<file path="config.mk">
export PLATFORM = sky130hd
export DESIGN_NAME = sorted_list_engine
export DESIGN_NICKNAME = d
export VERILOG_FILES = /design/src/hw/rtl/sle_pkg.sv /design/src/hw/rtl/sorted_list_engine.sv /design/src/hw/rtl/sle_ram.sv /design/src/hw/rtl/sle_cmp.sv
export SDC_FILE = /design/constraint.sdc
export NUM_CORES = 1
export LEC_CHECK = 0
export ABC_AREA = 1
export BUFFER_PORTS_ARGS = -buffer_cell sky130_fd_sc_hd__clkbuf_2
export CAP_MARGIN = 20
export CELL_PAD_IN_SITES_DETAIL_PLACEMENT = 1
export CELL_PAD_IN_SITES_GLOBAL_PLACEMENT = 2
export CORE_MARGIN = 1
export CORE_UTILIZATION = 43
export DETAILED_ROUTE_END_ITERATION = 8
export PLACE_DENSITY = 0.88
export SLEW_MARGIN = 15
export SYNTH_ARGS = -nofsm -noshare
export SYNTH_HDL_FRONTEND = slang
export SYNTH_SLANG_ARGS = --single-unit
export TNS_END_PERCENT = 5
</file>
<file path="constraint.sdc">
create_clock -name clk_i -period 3.4 [get_ports clk_i]
set_clock_uncertainty 0.05 [all_clocks]
set_input_delay 0.34 -clock clk_i [delete_from_list [all_inputs] [get_ports clk_i]]
set_output_delay 0.34 -clock clk_i [all_outputs]
set_load 0.1 [all_outputs]
</file>
<file path="src/hw/rtl/sle_pkg.sv">
// ----------------------------------------------------------------------------
// sle_pkg: shared types and constants of the sorted list engine
// Opcodes, result status codes, widths and the compare result bundle.
// ----------------------------------------------------------------------------
`timescale 1ns / 1ps

package sle_pkg;

  // Default table depth
  localparam int unsigned CAPACITY_DEF = 32;

  // Width of one stored key
  localparam int unsigned KEY_W = 16;

  typedef enum logic [1:0] {
    OP_INSERT    = 2'd0,
    OP_DELETE    = 2'd1,
    OP_DUMP_ASC  = 2'd2,
    OP_DUMP_DESC = 2'd3
  } op_e;

  typedef enum logic [1:0] {
    ST_OK        = 2'd0,
    ST_FULL      = 2'd1,
    ST_NOT_FOUND = 2'd2,
    ST_EMPTY     = 2'd3
  } status_e;

  // Outcome of one signed key compare: key versus stored entry
  typedef struct packed {
    logic gt;
    logic eq;
  } cmp_res_t;

endpackage

</file>
<file path="src/hw/rtl/sorted_list_engine.sv">
// ----------------------------------------------------------------------------
// sorted_list_engine: bounded ascending table with insert, delete and dumps
// Sequencer around one table RAM and one shared signed comparator.
// ----------------------------------------------------------------------------
// The table holds up to CAPACITY signed 16-bit keys in ascending order in a
// single RAM with registered read; one comparator serves every compare step.
// Work is one item at a time: s_axis_tready_o is high only while the engine
// is idle. Every table step is a RAM read, then a compare, move or output.
// An insert reads entries from the top down, moves each one that is not
// below the key up one slot, and stops on a smaller one or lands at the
// front; a delete scans for the key and, if it is found, shifts the tail
// down over it; a dump reads every entry in turn and waits out any output
// stall. An insert into a full table, an insert into an empty table, and a
// delete or dump of an empty table go straight to their single result. A
// result waits in the output register while the next beat is accepted; the
// engine only stalls when it must emit again before that result is taken.
// Input beat: tuser = opcode (0 insert, 1 delete, 2 dump ascending,
// 3 dump descending), tdata = key. Output beat: tdata = value, tuser =
// status (0 ok, 1 full and dropped, 2 not found, 3 list empty), tlast marks
// the final result of an item. No clearing pass is needed after reset.
// ----------------------------------------------------------------------------
`timescale 1ns / 1ps

module sorted_list_engine #(
  parameter int unsigned CAPACITY = sle_pkg::CAPACITY_DEF
) (
  input  logic        clk_i,
  input  logic        rst_ni,
  // input stream
  input  logic        s_axis_tvalid_i,
  output logic        s_axis_tready_o,
  input  logic [15:0] s_axis_tdata_i,   // [15:0] key_value
  input  logic [1:0]  s_axis_tuser_i,   // [1:0] opcode
  // result stream
  output logic        m_axis_tvalid_o,
  input  logic        m_axis_tready_i,
  output logic [15:0] m_axis_tdata_o,   // [15:0] out_value
  output logic [1:0]  m_axis_tuser_o,   // [1:0] status
  output logic        m_axis_tlast_o    // last
);

  localparam int unsigned AW   = (CAPACITY > 1) ? $clog2(CAPACITY) : 1;
  localparam int unsigned CW   = $clog2(CAPACITY + 1);
  localparam int unsigned KW   = sle_pkg::KEY_W;

  typedef enum logic [3:0] {
    S_IDLE,
    S_INS_RD,
    S_INS_CMP,
    S_INS_PUT,
    S_DEL_RD,
    S_DEL_CMP,
    S_SHF_RD,
    S_SHF_WR,
    S_DMP_RD,
    S_DMP_OUT,
    S_EMIT
  } state_e;

  state_e                state_q;
  logic [KW-1:0]         key_q;
  logic [AW-1:0]         idx_q;
  logic [CW-1:0]         count_q;
  logic                  dump_desc_q;
  logic [KW-1:0]         res_value_q;
  sle_pkg::status_e      res_status_q;
  logic                  m_tvalid_q;
  logic [KW-1:0]         m_tdata_q;
  sle_pkg::status_e      m_tuser_q;
  logic                  m_tlast_q;

  logic                  s_fire;
  logic                  out_free;
  logic                  out_load;
  sle_pkg::op_e          op_in;
  logic                  is_full;
  logic                  is_empty;
  logic [AW-1:0]         last_idx;
  logic [AW-1:0]         dump_addr;

  logic                  ram_we;
  logic [AW-1:0]         ram_waddr;
  logic [KW-1:0]         ram_wdata;
  logic                  ram_re;
  logic [AW-1:0]         ram_raddr;
  logic [KW-1:0]         ram_rdata;
  sle_pkg::cmp_res_t     cmp_res;

  assign s_axis_tready_o = (state_q == S_IDLE);
  assign s_fire          = s_axis_tvalid_i && s_axis_tready_o;
  // the output register can take a new result this cycle
  assign out_free        = !m_tvalid_q || m_axis_tready_i;
  // a result enters the output register this cycle
  assign out_load        = out_free && (state_q == S_EMIT || state_q == S_DMP_OUT);
  assign op_in           = sle_pkg::op_e'(s_axis_tuser_i);

  assign is_full   = (count_q == CW'(CAPACITY));
  assign is_empty  = (count_q == '0);
  assign last_idx  = AW'(count_q - CW'(1));
  // descending dump walks from the top entry down
  assign dump_addr = dump_desc_q ? (last_idx - idx_q) : idx_q;

  // Table storage: one write and one read port
  sle_ram #(
    .WIDTH (KW),
    .DEPTH (CAPACITY)
  ) u_table (
    .clk_i   (clk_i),
    .we_i    (ram_we),
    .waddr_i (ram_waddr),
    .wdata_i (ram_wdata),
    .re_i    (ram_re),
    .raddr_i (ram_raddr),
    .rdata_o (ram_rdata)
  );

  // Shared comparator: held key against the word just read
  sle_cmp u_cmp (
    .key_i   (key_q),
    .entry_i (ram_rdata),
    .res_o   (cmp_res)
  );

  // RAM port control, decoded from the sequencer state
  always_comb begin
    ram_we    = 1'b0;
    ram_waddr = idx_q;
    ram_wdata = key_q;
    ram_re    = 1'b0;
    ram_raddr = idx_q;
    unique case (state_q)
      S_IDLE: begin
        // insert into an empty table goes straight to slot zero
        if (s_fire && op_in == sle_pkg::OP_INSERT && is_empty) begin
          ram_we    = 1'b1;
          ram_waddr = '0;
          ram_wdata = s_axis_tdata_i;
        end
      end
      S_INS_RD, S_DEL_RD, S_SHF_RD: begin
        ram_re = 1'b1;
      end
      S_DMP_RD: begin
        ram_re    = 1'b1;
        ram_raddr = dump_addr;
      end
      S_INS_CMP: begin
        // entry not below the key moves up one slot; otherwise the key lands
        // just above it
        ram_we    = 1'b1;
        ram_waddr = idx_q + AW'(1);
        ram_wdata = cmp_res.gt ? key_q : ram_rdata;
      end
      S_INS_PUT: begin
        ram_we    = 1'b1;
        ram_waddr = '0;
      end
      S_SHF_WR: begin
        // close the gap left by the deleted entry
        ram_we    = 1'b1;
        ram_waddr = idx_q - AW'(1);
        ram_wdata = ram_rdata;
      end
      default: begin
      end
    endcase
  end

  // Sequencer, result staging and output register
  always_ff @(posedge clk_i or negedge rst_ni) begin
    if (!rst_ni) begin
      state_q      <= S_IDLE;
      key_q        <= '0;
      idx_q        <= '0;
      count_q      <= '0;
      dump_desc_q  <= 1'b0;
      res_value_q  <= '0;
      res_status_q <= sle_pkg::ST_OK;
      m_tvalid_q   <= 1'b0;
      m_tdata_q    <= '0;
      m_tuser_q    <= sle_pkg::ST_OK;
      m_tlast_q    <= 1'b0;
    end else begin
      // raise the output beat on a load, drop it once taken
      if (out_load) begin
        m_tvalid_q <= 1'b1;
      end else if (m_axis_tready_i) begin
        m_tvalid_q <= 1'b0;
      end
      unique case (state_q)
        S_IDLE: begin
          if (s_fire) begin
            key_q <= s_axis_tdata_i;
            idx_q <= '0;
            unique case (op_in)
              sle_pkg::OP_INSERT: begin
                if (is_full) begin
                  res_value_q  <= s_axis_tdata_i;
                  res_status_q <= sle_pkg::ST_FULL;
                  state_q      <= S_EMIT;
                end else if (is_empty) begin
                  count_q      <= CW'(1);
                  res_value_q  <= s_axis_tdata_i;
                  res_status_q <= sle_pkg::ST_OK;
                  state_q      <= S_EMIT;
                end else begin
                  idx_q   <= last_idx;
                  state_q <= S_INS_RD;
                end
              end
              sle_pkg::OP_DELETE: begin
                if (is_empty) begin
                  res_value_q  <= '0;
                  res_status_q <= sle_pkg::ST_NOT_FOUND;
                  state_q      <= S_EMIT;
                end else begin
                  state_q <= S_DEL_RD;
                end
              end
              sle_pkg::OP_DUMP_ASC, sle_pkg::OP_DUMP_DESC: begin
                dump_desc_q <= (op_in == sle_pkg::OP_DUMP_DESC);
                if (is_empty) begin
                  res_value_q  <= '0;
                  res_status_q <= sle_pkg::ST_EMPTY;
                  state_q      <= S_EMIT;
                end else begin
                  state_q <= S_DMP_RD;
                end
              end
            endcase
          end
        end
        S_INS_RD: begin
          state_q <= S_INS_CMP;
        end
        S_INS_CMP: begin
          if (cmp_res.gt) begin
            count_q      <= count_q + CW'(1);
            res_value_q  <= key_q;
            res_status_q <= sle_pkg::ST_OK;
            state_q      <= S_EMIT;
          end else if (idx_q == '0) begin
            state_q <= S_INS_PUT;
          end else begin
            idx_q   <= idx_q - AW'(1);
            state_q <= S_INS_RD;
          end
        end
        S_INS_PUT: begin
          count_q      <= count_q + CW'(1);
          res_value_q  <= key_q;
          res_status_q <= sle_pkg::ST_OK;
          state_q      <= S_EMIT;
        end
        S_DEL_RD: begin
          state_q <= S_DEL_CMP;
        end
        S_DEL_CMP: begin
          if (cmp_res.eq) begin
            res_value_q  <= key_q;
            res_status_q <= sle_pkg::ST_OK;
            if (idx_q == last_idx) begin
              count_q <= count_q - CW'(1);
              state_q <= S_EMIT;
            end else begin
              idx_q   <= idx_q + AW'(1);
              state_q <= S_SHF_RD;
            end
          end else if (idx_q == last_idx) begin
            res_value_q  <= '0;
            res_status_q <= sle_pkg::ST_NOT_FOUND;
            state_q      <= S_EMIT;
          end else begin
            idx_q   <= idx_q + AW'(1);
            state_q <= S_DEL_RD;
          end
        end
        S_SHF_RD: begin
          state_q <= S_SHF_WR;
        end
        S_SHF_WR: begin
          if (idx_q == last_idx) begin
            count_q <= count_q - CW'(1);
            state_q <= S_EMIT;
          end else begin
            idx_q   <= idx_q + AW'(1);
            state_q <= S_SHF_RD;
          end
        end
        S_DMP_RD: begin
          state_q <= S_DMP_OUT;
        end
        S_DMP_OUT: begin
          // hold the read word until the output register frees up
          if (out_free) begin
            m_tdata_q  <= ram_rdata;
            m_tuser_q  <= sle_pkg::ST_OK;
            m_tlast_q  <= (idx_q == last_idx);
            if (idx_q == last_idx) begin
              state_q <= S_IDLE;
            end else begin
              idx_q   <= idx_q + AW'(1);
              state_q <= S_DMP_RD;
            end
          end
        end
        S_EMIT: begin
          if (out_free) begin
            m_tdata_q  <= res_value_q;
            m_tuser_q  <= res_status_q;
            m_tlast_q  <= 1'b1;
            state_q    <= S_IDLE;
          end
        end
        default: begin
          state_q <= S_IDLE;
        end
      endcase
    end
  end

  assign m_axis_tvalid_o = m_tvalid_q;
  assign m_axis_tdata_o  = m_tdata_q;
  assign m_axis_tuser_o  = m_tuser_q;
  assign m_axis_tlast_o  = m_tlast_q;

`ifndef SYNTHESIS
  // fill level stays within the table
  assert property (@(posedge clk_i) disable iff (!rst_ni)
    count_q <= CW'(CAPACITY))
    else $error("entry count above capacity");

  // an insert into a full table leaves the table size alone
  assert property (@(posedge clk_i) disable iff (!rst_ni)
    (s_fire && op_in == sle_pkg::OP_INSERT && is_full) |=> (count_q == $past(count_q)))
    else $error("dropped insert changed entry count");

  // the fill level moves by at most one per cycle
  assert property (@(posedge clk_i) disable iff (!rst_ni)
    (count_q != $past(count_q)) |->
      (count_q == $past(count_q) + CW'(1) || count_q == $past(count_q) - CW'(1)))
    else $error("entry count jumped");

  // the table is written only while an item is in work or being accepted
  assert property (@(posedge clk_i) disable iff (!rst_ni)
    (ram_we && state_q == S_IDLE) |-> s_fire)
    else $error("table write while idle");
`endif

endmodule

</file>
<file path="src/hw/rtl/sle_ram.sv">
// ----------------------------------------------------------------------------
// sle_ram: generic single-port-write, single-port-read RAM
// One write and one read per cycle, read data registered.
// ----------------------------------------------------------------------------
`timescale 1ns / 1ps

module sle_ram #(
  parameter int unsigned WIDTH = 16,
  parameter int unsigned DEPTH = 32
) (
  input  logic                     clk_i,
  input  logic                     we_i,
  input  logic [$clog2(DEPTH)-1:0] waddr_i,
  input  logic [WIDTH-1:0]         wdata_i,
  input  logic                     re_i,
  input  logic [$clog2(DEPTH)-1:0] raddr_i,
  output logic [WIDTH-1:0]         rdata_o
);

  logic [WIDTH-1:0] mem_q [DEPTH];
  logic [WIDTH-1:0] rdata_q;

  always_ff @(posedge clk_i) begin
    if (we_i) begin
      mem_q[waddr_i] <= wdata_i;
    end
    // hold the last read word until the next read
    if (re_i) begin
      rdata_q <= mem_q[raddr_i];
    end
  end

  assign rdata_o = rdata_q;

endmodule

</file>
<file path="src/hw/rtl/sle_cmp.sv">
// ----------------------------------------------------------------------------
// sle_cmp: shared signed key comparator
// Compares the search key with one stored entry per cycle.
// ----------------------------------------------------------------------------
`timescale 1ns / 1ps

module sle_cmp (
  input  logic signed [sle_pkg::KEY_W-1:0] key_i,
  input  logic signed [sle_pkg::KEY_W-1:0] entry_i,
  output sle_pkg::cmp_res_t                res_o
);

  always_comb begin
    res_o.gt = (key_i > entry_i);
    res_o.eq = (key_i == entry_i);
  end

endmodule

</file>
Word level (Yosys, flattened, before mapping). Memories as Yosys holds them, arrays and structs flattened. A register that Yosys moved wholly into a read port is not among the register bits. Cells that the tools add are included.

Bitwise logic cells: 0. Multiply operators: 0. Reduce and logical (&&, ||, !) cells: 29. Shift-type cells: 0. Equal/unequal tests: 31. Divide/modulo/power cells: 0. Add/subtract/negate cells: 5. Order comparisons: 1. Multiplexer cells: 74.

Operator list (count): $mux W16 (11); $pmux W16 S2 (2); $pmux W16 S4 (1); $mux W5 (11); $pmux W16 S3 (1); $mux W4 (11); $pmux W4 S11 (1); $mux W6 (7); $pmux W5 S4 (2); $pmux W6 S5 (1); $mux W2 (12); $eq A16 B16 Y1 (1); $eq A4 B3 Y1 const B (4); $gt A16 B16 Y1 (1); $ne A2 B2 Y1 const B (7); $reduce_and A7 Y1 (2); $eq A4 B4 Y1 const B (3); $pmux W4 S3 (1); $ne A3 B3 Y1 const B (3); $reduce_and A3 Y1 (3); $eq A4 B2 Y1 const B (2); $mux W1 (8); $pmux W2 S4 (1); $reduce_bool A4 Y1 (2); 31 further kinds (42).

Word-level logic and storage cells: 152. Memories: 1. Latch bits: 0. Bits in writable memories: 512. Input port bits: 22. Memory bits (read-only): 0. Output and inout bits: 21. Register bits after elaboration: 70.

Memories: u_table.mem_q (words 32, bits a word 16, rd ports 1, clocked after Yosys merged registers in 1, wr ports 1, RTL line sle_ram.sv:20) `logic [WIDTH-1:0] mem_q [DEPTH];`.

Longest topological paths before layout. Gate-level depths: netlist (run 1).

Depth in word-level cells: 8. Depth in mapped cells: 18.

Cells and area by module. From an unflattened synthesis (run 1), not the netlist that was laid out.

Cells, all modules: 2551. Area total of the unflattened synthesis: 26646.8 µm².

By module, submodules not included: sle_ram (instances 1, cells each 1794, sequential area each 15855.2 µm², area an instance 21461.8 µm²); sorted_list_engine (instances 1, cells each 672, sequential area each 1751.7 µm², area an instance 4673.2 µm²); sle_cmp (instances 1, cells each 85, sequential area each 0.0 µm², area an instance 511.7 µm²).

Worst setup path before layout (run 1). No wires, ideal clock.

Path type: register -> register. Start point: reg state_q[0]. End point: mem u_table.mem_q[0][11], data pin. Data arrival time: 2894 ps. Data required time: 3060 ps. Library setup time: 290 ps. Stages on the path, launching flop included: 11. Period minus slack after synthesis: 3235 ps. Setup slack: 165 ps. Path through: dfrtp_1 buf_6 inv_2 nand2_4 nor2_4 buf_2 clkbuf_1 o21ai_0 o21bai_1 nand2_1 nand3_1.

Longest elaborated chain between the ends: 6. Elaborated cells between the ends (all ways): 8.

RTL lines: start, declared (RTL line sorted_list_engine.sv:60) `state_e state_q;`; start signal, assigned (RTL line sorted_list_engine.sv:172) `state_q <= S_IDLE;`; start signal, assigned (RTL line sorted_list_engine.sv:200) `state_q <= S_EMIT;`; start signal, assigned (RTL line sorted_list_engine.sv:205) `state_q <= S_EMIT;`; $logic_not A4 Y1 (*) (RTL line sorted_list_engine.sv:89) `assign s_axis_tready_o = (state_q == S_IDLE);`; via s_axis_tready_o (RTL line sorted_list_engine.sv:31) `output logic s_axis_tready_o,`; $logic_and A1 B1 Y1 (RTL line sorted_list_engine.sv:90) `assign s_fire = s_axis_tvalid_i && s_axis_tready_o;`; $logic_and A1 B1 Y1 (2 in series) (RTL line sorted_list_engine.sv:134) `if (s_fire && op_in == sle_pkg::OP_INSERT && is_empty) begin`; $mux W16 (RTL line sorted_list_engine.sv:134); $pmux W16 S3 (*) (RTL line sorted_list_engine.sv:131) `unique case (state_q)`; via ram_wdata[11] (RTL line sorted_list_engine.sv:83) `logic [KW-1:0] ram_wdata;`; end, declared (RTL line sle_ram.sv:20).

Mark *: on every way through the listed nets, which the timed path passes. The rest lies on a longest branch.

Final worst setup path (run 1).
Start point: reg count_q[1]. End point: reg u_table.rdata_q[2], in the netlist u_table.rdata_o[2], read port of u_table.mem_q, data pin.

Longest elaborated chain between the ends: 4.

RTL lines: start, declared (RTL line sorted_list_engine.sv:63) `logic [CW-1:0] count_q;`; start signal, assigned (RTL line sorted_list_engine.sv:238) `count_q <= count_q + CW'(1);`; start signal, assigned (RTL line sorted_list_engine.sv:250) `count_q <= count_q + CW'(1);`; start signal, assigned (RTL line sorted_list_engine.sv:263) `count_q <= count_q - CW'(1);`; $sub A6 B1 Y6; $sub A5 B5 Y5 (RTL line sorted_list_engine.sv:101) `assign dump_addr = dump_desc_q ? (last_idx - idx_q) : idx_q;`; $mux W5 (RTL line sorted_list_engine.sv:101); $mux W5 (RTL line sorted_list_engine.sv:131); end, declared (RTL line sle_ram.sv:21) `logic [WIDTH-1:0] rdata_q;`.

No other way between the ends. A chain may end at the register's enable or synchronous reset.

==> results_dict.tcl, run 1 <==
set metrics [dict create \
    outcome "finished clean" \
    antenna_cells 0 \
    synth_cell_types 42 \
    period_needed_ns 3.260 \
    synth_top_area_cell "edfxtp_1" \
    core-area_um2 61940 \
    arrival_ns 3.55 \
    endpoint_kind "register" \
    initial_core_util_pct 43.76 \
    cp-start-kind "register" \
    synth_area_um2 27100 \
    cts.sinks 598 \
    antenna_found_initial 0 \
    ant_nets 0 \
    num_io_pins 43 \
    synth-warning-count 0 \
    num_rows 91 \
    synth_nets 2573 \
    synth_top_cell_area_share_pct 58.50 \
    crit_required_ns 3.69 \
    clockBufferDepth 3 \
    place_hpwl_um 49830 \
    ys_seq_elements 598 \
    power_w 0.03314 \
    slew_headroom_pct 38.32 \
    clk_latency_ns 0.60 \
    synth_seq_area_share_pct 64.96 \
    die-area_um2 64040 \
    tns_ns 0 \
    cts_tree "done" \
    p_leak_nw 12.61 \
    viasPerCell 5.509 \
    drv_cap 0 \
    cts.htree.levels 3 \
    path_class "reg -> reg" \
    timing.hold.ws_ns 0.007622 \
    grt_pass1_wl_um 121100 \
    cts_buffers 66 \
    nets 2686 \
    setup-violations-final 0 \
    grt_pass1_vias 20260 \
    power.density_nw_per_um2 1067 \
    fin_util_pct 50.14 \
    grtUsageTotal_pct 25.18 \
    drive_gt1_share_pct 11.24 \
    area_delta_synth_final_pct 14.57 \
    root_buffer "clkbuf_16" \
    synth_area_leaders "edfxtp_1 58%, nand2_1 8.8%, dfrtp_1 6.5%" \
    period_share_pct 95.88 \
    vias 19420 \
    maxSlewViolCount 0 \
    grt_max_degree 91 \
    dr.pass1.iters 7 \
    die_h_um 253.1 \
    wl_um 79310 \
    ir_drop_mv 0.6863 \
    portBuffers 42 \
    die_x_um 253.1 \
    path_clk_slew_ns 0.06 \
    drtIter0Drc 1467 \
    hold_path_class "in -> reg" \
    synth.avg_cell_area_um2 10.73 \
    tightest_slew_ns 0.9252 \
    max_freq_mhz 306.7 \
    post_drt_wl_per_cell_um 22.50 \
    finalHoldViolations 0 \
    rsz0062_at_grt "no" \
    syn-instance-count 2525 \
    overflow 0 \
    gp_congestion 0.8812 \
    path_max_fanout 30 \
    drc_errors 0 \
]
## stage by stage
step	instances	setup slack (ns)	cell area, um2
final	3525	0.1400	31050
after global routing	3525	0.01834	31050
after CTS	3520	0.02578	30980
after detailed placement	3383	0.02301	28700
after global placement	3383	0.1308	28700
after floorplan	2525	0.1653	27100
## critical path, cell delays in order (launching register included)
cell and delay [ns]:
dfrtp_1 0.40, inv_1 0.07, ha_1 0.33, inv_1 0.10
fa_1 0.55, nand2_4 0.19, nand2_8 0.10, buf_16 0.21
buf_4 0.21, o211ai_1 0.09, nand3_1 0.12, nand3_1 0.17
nand2_1 0.11, nand2_1 0.18, nand2_1 0.09
## sequential cells by signal (all words and copies together) (netlist names)
name and cells:
res_status_q 2, state_q 4, m_axis_tlast_o 1, u_table.rdata_o 16, idx_q 5, res_value_q 16, count_q 6, dump_desc_q 1
m_axis_tuser_o 2, m_axis_tvalid_o 1, m_axis_tdata_o 16, u_table.mem_q 512, key_q 16
## kinds of logic (layout without fill, tap and decap cells)
| family | count (synthesis) | count (layout) | synth area share (%) |
|---|---|---|---|
| adders and majority gates | 26 | 26 | 1.228 |
| and+or+nand+nor | 1062 | 1063 | 16.74 |
| AOI/OAI and AO/OA | 364 | 364 | 9.302 |
| buffers and inverters | 461 | 623 | 7.317 |
| xor gates and xnor gates | 14 | 14 | 0.4524 |
| DFF | 598 | 598 | 64.96 |
## placed cells by master (no fill, tap or decap), types with 14 or more instances in the layout
cell / Yosys / layout
a21oi_1: 29 / 29
a22oi_1: 16 / 16
a31oi_1: 18 / 18
buf_12: 0 / 18
buf_4: 41 / 89
clkbuf_16: 0 / 69
clkbuf_2: 0 / 41
clkinv_1: 1 / 16
dfrtp_1: 70 / 70
dlygate4sd3_1: 0 / 19
edfxtp_1: 528 / 528
ha_1: 25 / 25
inv_1: 321 / 321
nand2_1: 633 / 631
nand3_1: 284 / 284
nor2_1: 87 / 87
o211ai_1: 209 / 209
o21ai_0: 47 / 46
o21ai_1: 13 / 14
or2_1: 17 / 17
or2_2: 16 / 16
## cell type report
cell class / count / area, um2
tap: 837 / 1047
clock inverter: 34 / 270.3
multi-input combinational: 1467 / 7570
clock buffer: 84 / 1813
fill: 6668 / 30890
sequential: 598 / 17610
inverter: 333 / 1250
timing repair buffer: 172 / 1496
## synthesized netlist by cell type (all sizes together)
| cell | number |
|---|---|
| nand2 | 646 |
| edfxtp | 528 |
| inv | 332 |
| nand3 | 284 |
| o211ai | 209 |
| buf | 105 |
| nor2 | 93 |
| dfrtp | 70 |
| o21ai | 67 |
| or2 | 33 |
| a21oi | 31 |
| ha | 25 |
| clkbuf | 23 |
| a31oi | 18 |
| a22oi | 16 |
| o21bai | 10 |
| xor2 | 10 |
| o22ai | 5 |
| xnor2 | 4 |
| nand4 | 3 |
| nor3 | 3 |
| a211oi | 2 |
| a22o | 2 |
| o221ai | 2 |
| a21o | 1 |
| clkinv | 1 |
| fa | 1 |
| o2111ai | 1 |
## final timing paths
check | cells past startpoint | slack (ns) | end | start
max in group asynchronous | 2 | 2.31 | m_axis_tdata_o[9] | rst_ni
hold reg to reg | 2 | 0.43 | res_value_q[4] | res_value_q[4]
setup / recovery | 14 | 0.14 | u_table.rdata_o[2] | count_q[1]
hold / removal | 3 | 0.008 | key_q[1] | s_axis_tdata_i[1]
setup reg to reg | 14 | 0.14 | u_table.rdata_o[2] | count_q[1]
min in group asynchronous | 2 | 0.35 | count_q[5] | rst_ni
## report_power, final
group	switching [W]	leakage, nW	internal [W]	total, W
registers	0.000677	5.70	0.0109	0.0115
clock network	0.00290	1.02	0.00407	0.00698
logic	0.0109	5.88	0.00376	0.0146
total	0.0145	12.6	0.0187	0.0331
## metal layers
| layer | part of all wire [%] | GRT usage [%] | vias up |
|---|---|---|---|
| met2 | 48 | 42.10 | 607 |
| met1 | 43 | 33.91 | 9767 |
| met4 | 2.7 | 8.225 | 0 |
| li1 | - | - | 8926 |
| met3 | 6.2 | 3.310 | 119 |
| met5 | 0 | 0 | - |
## what timing repair did
item                                    4_1_cts  5_1_grt
hold buffers                                 19        0
endpoints found under the setup margin        1        6
setup buffers                                 0        4
pin swaps                                     0        1
cloned                                        0        1
resized for setup                             1        7
hold endpoints to repair                     87        0
(Power assumes the default switching activity.)
==> run 2: changes to the inputs <==
Settings changed: SETUP_SLACK_MARGIN set to 0.2.
==> run 2 against run 1 <==
- first-iteration DRC count increased by 0.75%
- critical path type unchanged
- via count about the same
- cell count decreased by 0.17%
- sequential share of layout area about the same
- die area unchanged
- critical endpoint is now u_table.mem_q[19][11]
==> results_dict.tcl, run 2 (synthesis results as in run 1) <==
set metrics [dict create \
    max_stage_delay_ns 0.45 \
    endpoint_kind "register" \
    layout_commonest_cell "nand2_1" \
    vias 19440 \
    post_drt_wl_per_cell_um 22.70 \
    setup-violations-final 0 \
    fin_util_pct 50.11 \
    final_area_um2 31040 \
    path_max_fanout 10 \
    path_class "reg -> reg" \
    grt_max_degree 87 \
    place_hpwl_um 49900 \
    clk_latency_ns 0.65 \
    crit_path_top_delay_cell "nand2_1" \
    tightest_slew_ns 0.9120 \
    num_rows 91 \
    multi_input_area_um2 7589 \
    core-area_um2 61940 \
    grt_pass1_vias 20040 \
    cts.sinks 598 \
    dpl_cell_area_um2 28680 \
    antenna_found_initial 1 \
    rsz0062_at_grt "yes" \
    path_clk_slew_ns 0.06 \
    drive_gt1_share_pct 11.15 \
    clockBufferDepth 3 \
    ir_drop_mv 0.6364 \
    period_share_pct 92.28 \
    ant_nets 0 \
    cpMostUsedCell "nand2_1" \
    drc_errors 0 \
    max_freq_mhz 318.7 \
    fin_cells 3519 \
    grt_pass1_wl_um 120800 \
    slew_headroom_pct 39.20 \
    final-seq-area_um2 17610 \
    area_delta_synth_final_pct 14.52 \
    final_cell_mix "632 x nand2_1, 528 x edfxtp_1, 320 x inv_1" \
    drv_cap 0 \
    hold_path_class "in -> reg" \
    root_buffer "clkbuf_16" \
    finalHoldViolations 0 \
    gp_congestion 0.8599 \
    cp-start-kind "register" \
    die_x_um 253.1 \
    outcome "finished clean" \
    num_io_pins 43 \
    viasPerCell 5.523 \
    wl_um 79870 \
    cts.htree.levels 2 \
    nets 2684 \
    portBuffers 42 \
    die-area_um2 64040 \
    cts_buffers 61 \
    drtIter0Drc 1478 \
    p_leak_nw 12.57 \
    maxSlewViolCount 0 \
    cp_cell_sequence "inv_1 > ha_1 > nand2_1 > nor2_2 > nand2_1 > inv_2 > a21oi_4 > nor2_4 > o21ai_1 > nand2_1 > nor2_1 > buf_4" \
    overflow 0 \
    power.density_nw_per_um2 1069 \
    grtUsageTotal_pct 25.00 \
    crit_required_ns 3.68 \
    largest_register "u_table.mem_q" \
    tns_ns 0 \
    period_needed_ns 3.137 \
    die_h_um 253.1 \
    initial_core_util_pct 43.76 \
    dr.pass1.iters 5 \
    num-fill-cells 6719 \
    post-place-cells 3383 \
    arrival_ns 3.42 \
    cts_tree "done" \
    largest_register_ffs 512 \
]
## run 2: changes by cell type in the layout (fill, tap and decap cells not counted), moves of 3 or more
| cell | change |
|---|---|
| nand3_1 | -3 |
| clkinv_2 | -4 |
| clkbuf_8 | -3 |
| clkbuf_16 | -4 |
| inv_6 | -3 |
| clkbuf_1 | +6 |
| clkinv_1 | -3 |
## run 2: layout make-up
cell class                 count  share of cell area [%]
timing repair buffer         176                   5.143
clock inverter                28                   1.044
sequential                   598                   56.73
antenna                        1                0.008062
clock buffer                  80                   5.216
inverter                     333                   4.035
tap                          837                   3.374
multi-input combinational   1466                   24.45
## run 2: layer usage
layer	vias to the layer above	part of all wire, %	GRT usage [%]
met2	581	48	42.05
met3	123	5.8	2.868
met4	2	2.3	6.667
met5	-	0.016	0
met1	9804	44	34.34
li1	8927	-	-
## run 2: worst paths after layout
kind                                    from                    end  slack, ns  depth (start not counted)
hold reg to reg            m_axis_tuser_o[1]      m_axis_tuser_o[1]       0.43                          2
min in group asynchronous             rst_ni             state_q[2]       0.33                          2
hold / removal               s_axis_tvalid_i             state_q[2]       0.21                          4
setup reg to reg                  count_q[0]  u_table.mem_q[19][11]       0.26                         12
setup / recovery                  count_q[0]  u_table.mem_q[19][11]       0.26                         12
max in group asynchronous             rst_ni             count_q[1]       2.35                          2
## run 2: power breakdown
group          total (W)  leakage [nW]  internal (W)  switching, W
combinational     0.0150          5.94       0.00397        0.0110
clock            0.00666         0.934       0.00379       0.00287
sequential        0.0115          5.70        0.0109      0.000661
total             0.0332          12.6        0.0186        0.0146
## run 2: worst max-delay path, delay by kind of cell, from the launching register on
| family | cells | cell delay, ns |
|---|---|---|
| AND/OR/NAND/NOR | 6 | 1.16 |
| AO/OA/AOI/OAI | 2 | 0.52 |
| buffers and inverters | 3 | 0.45 |
| flip-flops | 1 | 0.41 |
| adder cells (fa/ha/maj) | 1 | 0.24 |
## run 2: timing repair
item                       4_1_cts  5_1_grt
setup endpoints to repair       11      495
setup buffers                    1        3
hold buffers                    20        0
pin swaps                        1        1
resized for setup                4       23
hold endpoints to repair        99        0
gates cloned                     0        3
## run 2: metrics by stage
step                      hold slack [ns]  worst slack [ns]  power, W
after floorplan                 -0.005591            0.5487   0.02061
after global placement             0.4083            0.1366   0.02561
after detailed placement           0.4155           0.07171   0.02616
after CTS                          0.1811            0.2001   0.03298
after global routing               0.2581            0.1328   0.03483
final                              0.2107            0.2625   0.03318
==> run 3: changes to the inputs <==
Settings changed: CELL_PAD_IN_SITES_DETAIL_PLACEMENT 1 to 0.
==> run 3 against run 2 <==
- sequential cell count did not move
- final area fell by 0.44%
- fmax rose by 1.3%
- critical endpoint is now u_table.mem_q[9][15]
==> results_dict.tcl, run 3 (synthesis results as in run 1) <==
set metrics [dict create \
    outcome "finished clean" \
    cp-start-kind "register" \
    final_cell_mix "631 x nand2_1, 528 x edfxtp_1, 321 x inv_1" \
    die_h_um 253.1 \
    area_delta_synth_final_pct 14.02 \
    maxSlewViolCount 0 \
    finalHoldViolations 0 \
    power.density_nw_per_um2 1043 \
    multi_input_area_um2 7565 \
    clockBufferDepth 3 \
    ir_drop_mv 0.5990 \
    place_hpwl_um 43870 \
    post_drt_wl_per_cell_um 20.03 \
    num-fill-cells 5529 \
    overflow 0 \
    post-place-cells 3383 \
    core-area_um2 61940 \
    gp_congestion 0.8599 \
    fin_cells 3514 \
    final-seq-area_um2 17610 \
    drtIter0Drc 1867 \
    tightest_slew_ns 0.9189 \
    timing.hold.ws_ns 0.04251 \
    num_io_pins 43 \
    cts.sinks 598 \
    layout_commonest_cell "nand2_1" \
    largest_register_ffs 512 \
    ff2ff_setup_slack_ns 0.30 \
    post-route-worst-setup-slack_ns 0.3026 \
    largest_register "u_table.mem_q" \
    num_rows 91 \
    slew_headroom_pct 38.74 \
    antenna_cells 0 \
    die_x_um 253.1 \
    p_leak_nw 12.53 \
    cts.htree.levels 2 \
    setup-violations-final 0 \
    grt_max_degree 87 \
    cts_buffers 61 \
    path_clk_slew_ns 0.06 \
    min_to "dump_desc_q" \
    top_layer "met4" \
    drive_gt1_share_pct 11.09 \
    ant_nets 0 \
    antenna_found_initial 0 \
    period_share_pct 91.10 \
    wl_met1_um 32060 \
    wl_um 70370 \
    root_buffer "clkbuf_16" \
    path_max_fanout 32 \
    cts_tree "done" \
    drc_errors 0 \
    grt_pass1_vias 17450 \
    nets 2682 \
    tns_ns 0 \
    dpl_cell_area_um2 28680 \
    crit_required_ns 3.73 \
    endpoint_kind "register" \
    arrival_ns 3.43 \
    hold_depth 4 \
    portBuffers 42 \
    reg2reg_to "u_table.mem_q[9][15]" \
    detailroute.wirelength.met2_um 32050 \
    vias 18470 \
    reg2reg_depth 14 \
    max_freq_mhz 322.9 \
    hold_path_class "in -> reg" \
    clk_latency_ns 0.65 \
    drv_cap 0 \
    viasPerCell 5.256 \
    reg2reg_from "u_table.rdata_o[12]" \
    die-area_um2 64040 \
    initial_core_util_pct 43.76 \
    final_area_um2 30900 \
    period_needed_ns 3.097 \
    grt_pass1_wl_um 106500 \
    holdCritStartpoint "s_axis_tuser_i[1]" \
    rsz0062_at_grt "yes" \
    dr.pass1.iters 6 \
    place_ws_ns 0.1290 \
    grtUsageTotal_pct 22.22 \
    wl_met3_um 4553 \
    path_class "reg -> reg" \
]
-- run 3: cell types whose count changed in the layout (fill, tap and decap cells not counted), sizes merged --
cell / before / now
bufinv: 6 / 3
clkbuf: 124 / 120
clkinv: 20 / 24
diode: 1 / 0
clkinvlp: 2 / 1
-- run 3: cell type report --
class,count,share of cell area [%]
sequential,598,56.98
inverter,333,4.045
multi-input combinational,1466,24.48
timing repair buffer,174,4.907
clock buffer,78,5.377
tap,837,3.389
clock inverter,28,0.8219
-- run 3: how the worst max path moves through the flow --
stage	from	to	cells past startpoint
6_report	u_table.rdata_o[12]	u_table.mem_q[9][15]	14
5_1_grt	u_table.rdata_o[12]	u_table.mem_q[11][5]	14
4_1_cts	count_q[0]	u_table.rdata_o[0]	13
3_5_place_dp	idx_q[0]	u_table.rdata_o[0]	14
3_3_place_gp	idx_q[0]	u_table.rdata_o[3]	13
2_1_floorplan	count_q[0]	u_table.mem_q[30][0]	11
-- run 3: critical path: stages (launching register included) --
cell	delay (ns)
edfxtp_1	0.60
inv_1	0.08
ha_1	0.28
nand2_1	0.08
nor2_1	0.16
nand2_1	0.11
inv_1	0.06
nand2_1	0.07
nand3_1	0.12
nand4_1	0.14
buf_4	0.21
o21ai_0	0.26
nand2_1	0.12
nand2_1	0.10
buf_4	0.36
-- run 3: through the flow --
step / power (W) / util, %
4_1_cts: 0.03231 / 49.74
5_1_grt: 0.03408 / 49.89
6_report: 0.03222 / 49.89
3_3_place_gp: 0.02561 / 46.31
3_5_place_dp: 0.02579 / 46.31
2_1_floorplan: 0.02061 / -
-- run 3: layer usage --
layer,up-vias,GRT usage (%)
met5,-,0
met4,0,6.511
met3,99,3.156
met2,589,34.75
met1,8862,32.16
li1,8919,-
-- run 3: power breakdown --
group          leakage, nW  internal (W)  switching, W
Clock                0.935       0.00366       0.00278
Combinational         5.90       0.00387        0.0104
Sequential            5.70        0.0109      0.000633
-- run 3: repair_timing --
item / in CTS / in global routing
buffers inserted: 1 / 3
gates resized for setup: 1 / 8
pin swaps: 1 / 1
cloned: 0 / 1
hold endpoints to repair: 100 / 0
hold buffers: 20 / 0
endpoints found under the setup margin: 3 / 576
